**src/design/tlf_pkg.sv**
```systemverilog
// Package for the text line folder: sequencer state type and character codes.
// No dependencies; used by text_line_folder_top, tlf_checker and the bench.
package tlf_pkg;

    typedef enum logic [3:0] {
        ST_IDLE,
        ST_TAB,
        ST_SRCH_RD,
        ST_SRCH_CHK,
        ST_EMIT_RD,
        ST_EMIT_LD,
        ST_EMIT_NL,
        ST_SHIFT_RD,
        ST_SHIFT_WR
    } tlf_state_t;

    localparam logic [7:0] CH_TAB   = 8'd9;
    localparam logic [7:0] CH_NL    = 8'd10;
    localparam logic [7:0] CH_BLANK = 8'd32;

    localparam logic [5:0] FOLD_WIDTH_RESET = 6'd10;
    localparam logic [5:0] FOLD_WIDTH_MIN   = 6'd2;

endpackage

```
**src/design/text_line_folder_top.sv**
```systemverilog
// Text line folder, top level: config register, sequencer, output register.
// Depends on tlf_pkg and tlf_line_mem.
//
// Folds a stream of character words into lines no wider than fold_width
// columns (clamped to 2..BUFFER_COLS). Ordinary characters are stored in a
// line buffer memory. A tab is stored as blanks up to the next TAB_STOP
// column (or the fold width), one blank per cycle. A newline with a
// non-empty line emits the buffered columns and a newline word; an empty
// line emits nothing. When the line reaches the fold width, the buffer is
// searched downward from the last column for a blank (each column probed is
// read and then checked, since the memory read is registered), the line
// is emitted up to and including that blank (or whole if none beyond column
// zero), and the tail is copied to the front, a read and a write per column.
// Each emitted word is read from the buffer, then loaded into the output
// register once that register is free; the final newline word of a run
// carries last_of_run and sits in the output register while the block goes
// on with the tail copy or takes the next input word. One input word is
// worked on at a time; in_stall is high while the sequencer is not idle.
// The line buffer holds no reset value; only columns already written are read.
module text_line_folder_top
    import tlf_pkg::*;
#(
    parameter int BUFFER_COLS = 32,
    parameter int TAB_STOP    = 8
) (
    input  logic       clk,
    input  logic       rst_n,
    input  logic       cfg_wr_en,
    input  logic [5:0] cfg_wr_data,
    input  logic       in_valid,
    output logic       in_stall,
    input  logic [7:0] in_char,
    output logic       out_valid,
    input  logic       out_stall,
    output logic [7:0] out_char,
    output logic       last_of_run
);

    localparam int ADDR_W = (BUFFER_COLS > 1) ? $clog2(BUFFER_COLS) : 1;
    localparam int CNT_W  = $clog2(BUFFER_COLS + 1);

    // config register
    logic [5:0] fold_width_reg;

    always_ff @(posedge clk or negedge rst_n)
    begin
        if (!rst_n)
        begin
            fold_width_reg <= FOLD_WIDTH_RESET;
        end
        else if (cfg_wr_en)
        begin
            fold_width_reg <= cfg_wr_data;
        end
    end

    // effective width, clamped to 2..BUFFER_COLS
    logic [CNT_W-1:0] w_eff;

    always_comb
    begin
        if (fold_width_reg < FOLD_WIDTH_MIN)
        begin
            w_eff = CNT_W'(2);
        end
        else if ({1'b0, fold_width_reg} > 7'(BUFFER_COLS))
        begin
            w_eff = CNT_W'(BUFFER_COLS);
        end
        else
        begin
            w_eff = CNT_W'(fold_width_reg);
        end
    end

    // next tab stop for each column, capped at the buffer size
    logic [CNT_W-1:0] stop_tbl [BUFFER_COLS];

    for (genvar g = 0; g < BUFFER_COLS; g++)
    begin : g_stop
        localparam int STOP_RAW = ((g / TAB_STOP) + 1) * TAB_STOP;
        localparam int STOP_CAP = (STOP_RAW > BUFFER_COLS) ? BUFFER_COLS : STOP_RAW;
        assign stop_tbl[g] = CNT_W'(STOP_CAP);
    end

    // sequencer registers
    tlf_state_t       state_reg, state_next;
    logic [CNT_W-1:0] fill_reg, fill_next;
    logic [CNT_W-1:0] wid_reg, wid_next;
    logic [CNT_W-1:0] pos_reg, pos_next;    // tab column or search column
    logic [CNT_W-1:0] idx_reg, idx_next;    // emit index or copy destination
    logic [CNT_W-1:0] len_reg, len_next;    // columns to emit (fold cut)
    logic             shift_reg, shift_next;

    // output register
    logic       out_valid_reg;
    logic [7:0] out_char_reg;
    logic       last_reg;
    logic       out_free;
    logic       out_load;
    logic [7:0] out_load_char;
    logic       out_load_last;

    // memory port
    logic              mem_we;
    logic [ADDR_W-1:0] mem_waddr;
    logic [7:0]        mem_wdata;
    logic [ADDR_W-1:0] mem_raddr;
    logic [7:0]        mem_rdata;

    // shared terms
    logic             in_accept;
    logic [CNT_W-1:0] w_last;
    logic [CNT_W-1:0] pos_a;
    logic [CNT_W-1:0] pos_a_inc;
    logic [CNT_W-1:0] tab_end;
    logic [CNT_W-1:0] pos_inc;
    logic [CNT_W:0]   src;
    logic             rd_blank;

    assign in_stall  = (state_reg != ST_IDLE);
    assign in_accept = in_valid && !in_stall;
    assign w_last    = w_eff - CNT_W'(1);
    assign pos_a     = (fill_reg > w_last) ? w_last : fill_reg;
    assign pos_a_inc = pos_a + CNT_W'(1);
    assign tab_end   = (stop_tbl[pos_a[ADDR_W-1:0]] > w_eff) ? w_eff
                                                             : stop_tbl[pos_a[ADDR_W-1:0]];
    assign pos_inc   = pos_reg + CNT_W'(1);
    assign src       = {1'b0, idx_reg} + {1'b0, len_reg};
    assign rd_blank  = (mem_rdata == CH_BLANK);
    assign out_free  = !out_valid_reg || !out_stall;

    // next state
    always_comb
    begin
        state_next = state_reg;
        case (state_reg)
            ST_IDLE:
            begin
                if (in_accept)
                begin
                    if (in_char == CH_TAB)
                    begin
                        state_next = ST_TAB;
                    end
                    else if (in_char == CH_NL)
                    begin
                        state_next = (pos_a == '0) ? ST_IDLE : ST_EMIT_RD;
                    end
                    else if (pos_a == w_last)
                    begin
                        state_next = ST_SRCH_RD;
                    end
                end
            end
            ST_TAB:
            begin
                if (pos_reg >= len_reg)
                begin
                    state_next = (len_reg >= wid_reg) ? ST_EMIT_RD : ST_IDLE;
                end
            end
            ST_SRCH_RD:
            begin
                state_next = (pos_reg == '0) ? ST_EMIT_RD : ST_SRCH_CHK;
            end
            ST_SRCH_CHK:
            begin
                state_next = rd_blank ? ST_EMIT_RD : ST_SRCH_RD;
            end
            ST_EMIT_RD:
            begin
                state_next = (idx_reg == len_reg) ? ST_EMIT_NL : ST_EMIT_LD;
            end
            ST_EMIT_LD:
            begin
                if (out_free)
                begin
                    state_next = ST_EMIT_RD;
                end
            end
            ST_EMIT_NL:
            begin
                if (out_free)
                begin
                    state_next = shift_reg ? ST_SHIFT_RD : ST_IDLE;
                end
            end
            ST_SHIFT_RD:
            begin
                state_next = (src >= {1'b0, wid_reg}) ? ST_IDLE : ST_SHIFT_WR;
            end
            ST_SHIFT_WR:
            begin
                state_next = ST_SHIFT_RD;
            end
            default:
            begin
                state_next = ST_IDLE;
            end
        endcase
    end

    // datapath and memory control
    always_comb
    begin
        fill_next     = fill_reg;
        wid_next      = wid_reg;
        pos_next      = pos_reg;
        idx_next      = idx_reg;
        len_next      = len_reg;
        shift_next    = shift_reg;
        mem_we        = 1'b0;
        mem_waddr     = pos_a[ADDR_W-1:0];
        mem_wdata     = in_char;
        mem_raddr     = idx_reg[ADDR_W-1:0];
        out_load      = 1'b0;
        out_load_char = mem_rdata;
        out_load_last = 1'b0;
        case (state_reg)
            ST_IDLE:
            begin
                if (in_accept)
                begin
                    mem_we   = 1'b1;
                    wid_next = w_eff;
                    idx_next = '0;
                    if (in_char == CH_TAB)
                    begin
                        mem_wdata = CH_BLANK;
                        pos_next  = pos_a_inc;
                        len_next  = tab_end;
                    end
                    else if (in_char == CH_NL)
                    begin
                        len_next   = pos_a;
                        shift_next = 1'b0;
                        fill_next  = '0;
                    end
                    else if (pos_a == w_last)
                    begin
                        pos_next = w_last;
                    end
                    else
                    begin
                        fill_next = pos_a_inc;
                    end
                end
            end
            ST_TAB:
            begin
                mem_waddr = pos_reg[ADDR_W-1:0];
                mem_wdata = CH_BLANK;
                if (pos_reg < len_reg)
                begin
                    mem_we   = 1'b1;
                    pos_next = pos_inc;
                end
                else if (len_reg >= wid_reg)
                begin
                    // blanks reached the fold width: emit the whole line
                    fill_next  = '0;
                    shift_next = 1'b0;
                end
                else
                begin
                    fill_next = len_reg;
                end
            end
            ST_SRCH_RD:
            begin
                mem_raddr = pos_reg[ADDR_W-1:0];
                if (pos_reg == '0)
                begin
                    // no blank past column zero
                    len_next   = wid_reg;
                    shift_next = 1'b0;
                    fill_next  = '0;
                end
            end
            ST_SRCH_CHK:
            begin
                mem_raddr = pos_reg[ADDR_W-1:0];
                if (rd_blank)
                begin
                    len_next   = pos_inc;
                    shift_next = (pos_inc != wid_reg);
                    fill_next  = '0;
                end
                else
                begin
                    pos_next = pos_reg - CNT_W'(1);
                end
            end
            ST_EMIT_LD:
            begin
                if (out_free)
                begin
                    out_load = 1'b1;
                    idx_next = idx_reg + CNT_W'(1);
                end
            end
            ST_EMIT_NL:
            begin
                out_load_char = CH_NL;
                out_load_last = 1'b1;
                if (out_free)
                begin
                    out_load = 1'b1;
                    idx_next = '0;
                end
            end
            ST_SHIFT_RD:
            begin
                mem_raddr = src[ADDR_W-1:0];
                if (src >= {1'b0, wid_reg})
                begin
                    fill_next = idx_reg;
                end
            end
            ST_SHIFT_WR:
            begin
                mem_raddr = src[ADDR_W-1:0];
                mem_we    = 1'b1;
                mem_waddr = idx_reg[ADDR_W-1:0];
                mem_wdata = mem_rdata;
                idx_next  = idx_reg + CNT_W'(1);
            end
            default:
            begin
            end
        endcase
    end

    always_ff @(posedge clk or negedge rst_n)
    begin
        if (!rst_n)
        begin
            state_reg <= ST_IDLE;
            fill_reg  <= '0;
            wid_reg   <= '0;
            pos_reg   <= '0;
            idx_reg   <= '0;
            len_reg   <= '0;
            shift_reg <= 1'b0;
        end
        else
        begin
            state_reg <= state_next;
            fill_reg  <= fill_next;
            wid_reg   <= wid_next;
            pos_reg   <= pos_next;
            idx_reg   <= idx_next;
            len_reg   <= len_next;
            shift_reg <= shift_next;
        end
    end

    // output register: holds a word until the sink takes it
    always_ff @(posedge clk or negedge rst_n)
    begin
        if (!rst_n)
        begin
            out_valid_reg <= 1'b0;
        end
        else if (out_load)
        begin
            out_valid_reg <= 1'b1;
        end
        else if (!out_stall)
        begin
            out_valid_reg <= 1'b0;
        end
    end

    always_ff @(posedge clk)
    begin
        if (out_load)
        begin
            out_char_reg <= out_load_char;
            last_reg     <= out_load_last;
        end
    end

    assign out_valid   = out_valid_reg;
    assign out_char    = out_char_reg;
    assign last_of_run = last_reg;

    tlf_line_mem #(
        .DEPTH  (BUFFER_COLS),
        .ADDR_W (ADDR_W)
    ) u_line_mem (
        .clk     (clk),
        .wr_en   (mem_we),
        .wr_addr (mem_waddr),
        .wr_data (mem_wdata),
        .rd_addr (mem_raddr),
        .rd_data (mem_rdata)
    );

endmodule

```
**src/design/tlf_line_mem.sv**
```systemverilog
// Line buffer memory: one write port, one read port with registered data.
// Depends on nothing; instantiated by text_line_folder_top.
module tlf_line_mem #(
    parameter int DEPTH  = 32,
    parameter int ADDR_W = 5
) (
    input  logic              clk,
    input  logic              wr_en,
    input  logic [ADDR_W-1:0] wr_addr,
    input  logic [7:0]        wr_data,
    input  logic [ADDR_W-1:0] rd_addr,
    output logic [7:0]        rd_data
);

    logic [7:0] mem [DEPTH];
    logic [7:0] rd_data_reg;

    always_ff @(posedge clk)
    begin
        if (wr_en)
        begin
            mem[wr_addr] <= wr_data;
        end
        rd_data_reg <= mem[rd_addr];
    end

    assign rd_data = rd_data_reg;

endmodule

```
**config.mk**
```make
export PLATFORM = sky130hd
export DESIGN_NAME = text_line_folder_top
export DESIGN_NICKNAME = d
export VERILOG_FILES = /design/src/design/tlf_pkg.sv /design/src/design/text_line_folder_top.sv /design/src/design/tlf_line_mem.sv
export SDC_FILE = /design/constraint.sdc
export NUM_CORES = 1
export LEC_CHECK = 0
export BUFFER_PORTS_ARGS = -buffer_cell sky130_fd_sc_hd__buf_2
export CAP_MARGIN = 20
export CORE_ASPECT_RATIO = 1.5
export CORE_MARGIN = 8
export CORE_UTILIZATION = 40
export CTS_CLUSTER_DIAMETER = 30
export DETAILED_ROUTE_END_ITERATION = 7
export GPL_TIMING_DRIVEN = 0
export SLEW_MARGIN = 10
export SYNTH_ARGS = -nofsm -noshare
export SYNTH_HDL_FRONTEND = slang
export SYNTH_SLANG_ARGS = --single-unit
```
**constraint.sdc**
```tcl
create_clock -name clk -period 5.6 [get_ports clk]
set_input_delay 1.12 -clock clk [delete_from_list [all_inputs] [get_ports clk]]
set_output_delay 1.12 -clock clk [all_outputs]
set_load 0.02 [all_outputs]
```
==> results.py <==
metrics = {
    "logic_synthesis": {
        "synthArstFlopShare_pct": 13.3,
        "ys_ff_latch": 315,
        "synth_area_leaders": "edfxtp_1, nand2_1, dfrtp_1, ha_1, a311oi_1",
        "synth_cell_types": 81,
        "synth_edf_count": 265,
        "seq_area_frac_synth_pct": 59.5,
        "synthCells": 1409,
        "yosysTopAreaCellShare_pct": 51.6,
        "yosys_warnings": 0,
        "syn_avg_cell_area_um2": 10.9,
        "synthFlopType": "edfxtp_1",
        "yosysTopAreaCell": "edfxtp_1",
        "synth_nets": 1466,
        "syn-cell-area_mm2": 0.0154,
    },
    "routing": {
        "drt-initial-drc-count": 909,
        "drt_wl_total_um": 48200,
        "drtAntennaViolNets": 0,
        "drc": 0,
        "drt_pass1_iterations": 5,
        "wire_per_inst_um": 23.5,
        "via_per_inst": 5.77,
        "vias": 11800,
    },
    "setup_path": {
        "crit_fanout": 8,
        "worstPathCellList": "nor3_1 -> o21ai_1 -> ha_4 -> xor2_4 -> inv_1 -> ha_1 -> a21oi_1 -> a21oi_2 -> a22oi_1 -> o221a_2 -> nor3_4 -> buf_4 -> mux2i_2 -> inv_2 -> a221o_4 -> nor3_2 -> buf_4",
        "critPathTopFamily": "compound AO/OA/AOI/OAI gates",
        "startpoint_type": "register",
        "crit_slowest_cell": "dfstp_2",
        "crit_arrival_ns": 5.75,
        "crit_required_ns": 5.89,
        "worstPathBufferInverterCount": 4,
        "end_kind": "register",
        "max_stage_delay_ns": 0.60,
        "critPathKind": "register to register",
        "cp_common_cell": "buf_4",
    },
    "final_layout": {
        "nNetsFinal": 1568,
        "n_antenna_cell": 0,
        "largest_register_ff_count": 256,
        "layout-drive-gt1-share_pct": 16.0,
        "syn_to_final_growth_pct": 20.8,
        "final_core_util_pct": 48.7,
        "multi_input_area_mm2": 0.00610,
        "fill_cells": 3365,
        "final_cell_mix": "nand2_1, edfxtp_1, nand3_1",
        "layout_commonest_cell": "nand2_1",
        "regArea_mm2": 0.00917,
    },
    "sta": {
        "fin_crit_sh_pct": 97.5,
        "tightest_slew_ns": 1.04,
        "period_minus_slack_ns": 5.46,
        "setup_tns_ns": 0,
        "maxSlewHeadroom_pct": 30.3,
        "hold_viol": 0,
        "fmax_ghz": 0.183,
        "skew_ns": 0.0654,
        "setup_viol": 0,
        "slew_viol_final": 0,
    },
    "clock_tree": {
        "root_buffer": "clkbuf_16",
        "clockBufferDepth": 3,
        "htreeDepth": 2,
        "clkSinkCount": 315,
        "clk_pin_slew_ns": 0.06,
        "cts_tree": "done",
        "clk_latency_ns": 0.60,
        "hold_buffers": 0,
        "cts_made_buffers": 51,
    },
    "placement": {
        "portBuffers": 27,
        "gp_congestion": 1.00,
        "dp_hpwl_um": 35200,
    },
    "floorplanning": {
        "pin_count": 30,
        "fp.dieW_um": 176,
        "std_cell_rows": 88,
        "core-area_mm2": 0.0382,
        "initial_utilization_pct": 40.3,
        "die_area_mm2": 0.0452,
        "die_h_um": 256,
    },
    "global_route": {
        "grt_usage_pct": 21.1,
        "grt_pass1_wl_um": 72300,
        "grt_max_degree": 43,
        "antenna_found_initial": 0,
        "gr-total-overflow": 0,
        "first_global_vias": 11900,
    },
    "power_and_ir_drop": {
        "vdd_ir_drop_max_v": 0.000273,
        "power_density_mw_per_mm2": 579,
        "leakagePower_nw": 6.81,
    },
    "hold_path": {
        "hp-class": "primary input to async pin",
    },
    "status": {
        "status": "finished clean",
    },
    "flow_run": {
        "maxCapViolations": 0,
    },
}
## cell usage after synthesis (4+ instances only)
library cell  count
ha_1             37
nor2_1           71
a221o_1           4
and3_1           39
nor3_1           33
a22o_1            8
xor2_1            8
a211oi_1          8
mux2i_1           8
o31ai_1           6
o211ai_1         11
a22oi_1          15
a221oi_1          6
buf_1             9
nand3_1          88
dfrtp_1          40
a311oi_1         51
nand2_1         320
a21oi_1          30
o21ai_0          48
buf_2            23
nor3b_1           8
a21o_1           11
inv_1            33
or3_1             5
a222oi_1          6
nand2b_1         15
nor2b_1          18
or2_2             7
clkbuf_1         44
a31oi_1          27
o2111ai_1         5
mux2_2            8
xnor2_1          17
edfxtp_1        265
dfxtp_1           8
## logic make-up after synthesis
family,count (synthesis),share of synthesized area [%]
other cells,1,0.0243
compound gates,276,13.3
simple gates,625,18.5
mux,17,1.20
fa+ha+maj,38,3.13
buf+inv,112,2.94
flops,315,59.5
xor+xnor,25,1.42
## metrics by stage
step | instances | cell area, um^2 | total power, mW | setup WS, ns | hold slack (ns)
floorplan | 1409 | 15400 | 5.68 | 0.463 | 0.470
CTS | 2045 | 18500 | 10.7 | 0.00637 | 0.541
detailed placement | 1943 | 16300 | 7.08 | -1.42 | 0.532
global placement | 1931 | 16200 | 6.97 | -1.53 | 0.522
global route | 2049 | 18600 | 11.2 | -0.00867 | 0.461
finish | 2049 | 18600 | 10.8 | 0.141 | 0.445
## metal layers
layer  GRT usage (%)  vias to the layer above  routed length, um
met1            21.8                     5715              16700
met5               0                        -                  0
li1                -                     5463                  -
met2            37.5                      473              24900
met3            3.31                      176               2690
met4            16.0                        0               3930
## power breakdown
group / internal (mW) / total [mW] / switching [mW]
clock network: 2.13 / 3.36 / 1.23
registers: 3.00 / 3.24 / 0.240
logic: 1.36 / 4.17 / 2.81
total: 6.49 / 10.8 / 4.28
## what timing repair did
| action | CTS | global route |
|---|---|---|
| gates cloned | 0 | 0 |
| hold endpoints to repair | 0 | 0 |
| gates resized for setup | 52 | 13 |
| setup buffers | 7 | 2 |
| setup endpoints to repair | 264 | 254 |
| pin swaps | 2 | 1 |
## worst paths after layout
path	startpoint	end	slack [ns]	cells past startpoint
max in group asynchronous	rst_n	idx_reg[1]	4.59	2
worst max-delay path	fold_width_reg[3]	u_line_mem.mem[31][2]	0.14	17
worst max register to register	fold_width_reg[3]	u_line_mem.mem[31][2]	0.14	17
worst min register to register	wid_reg[3]	wid_reg[3]	0.55	2
min in group clk	wid_reg[3]	wid_reg[3]	0.55	2
worst min-delay path	rst_n	fold_width_reg[5]	0.45	1
## area by class of cell
type	count	share of cell area (%)
tap	495	3.33
multi-input combinational	982	32.8
buffer	76	1.71
timing repair buffer	50	2.20
clock inverter	43	3.13
sequential	315	49.3
inverter	35	0.706
clock buffer	53	6.90
Power figures use the tool's default switching activity.
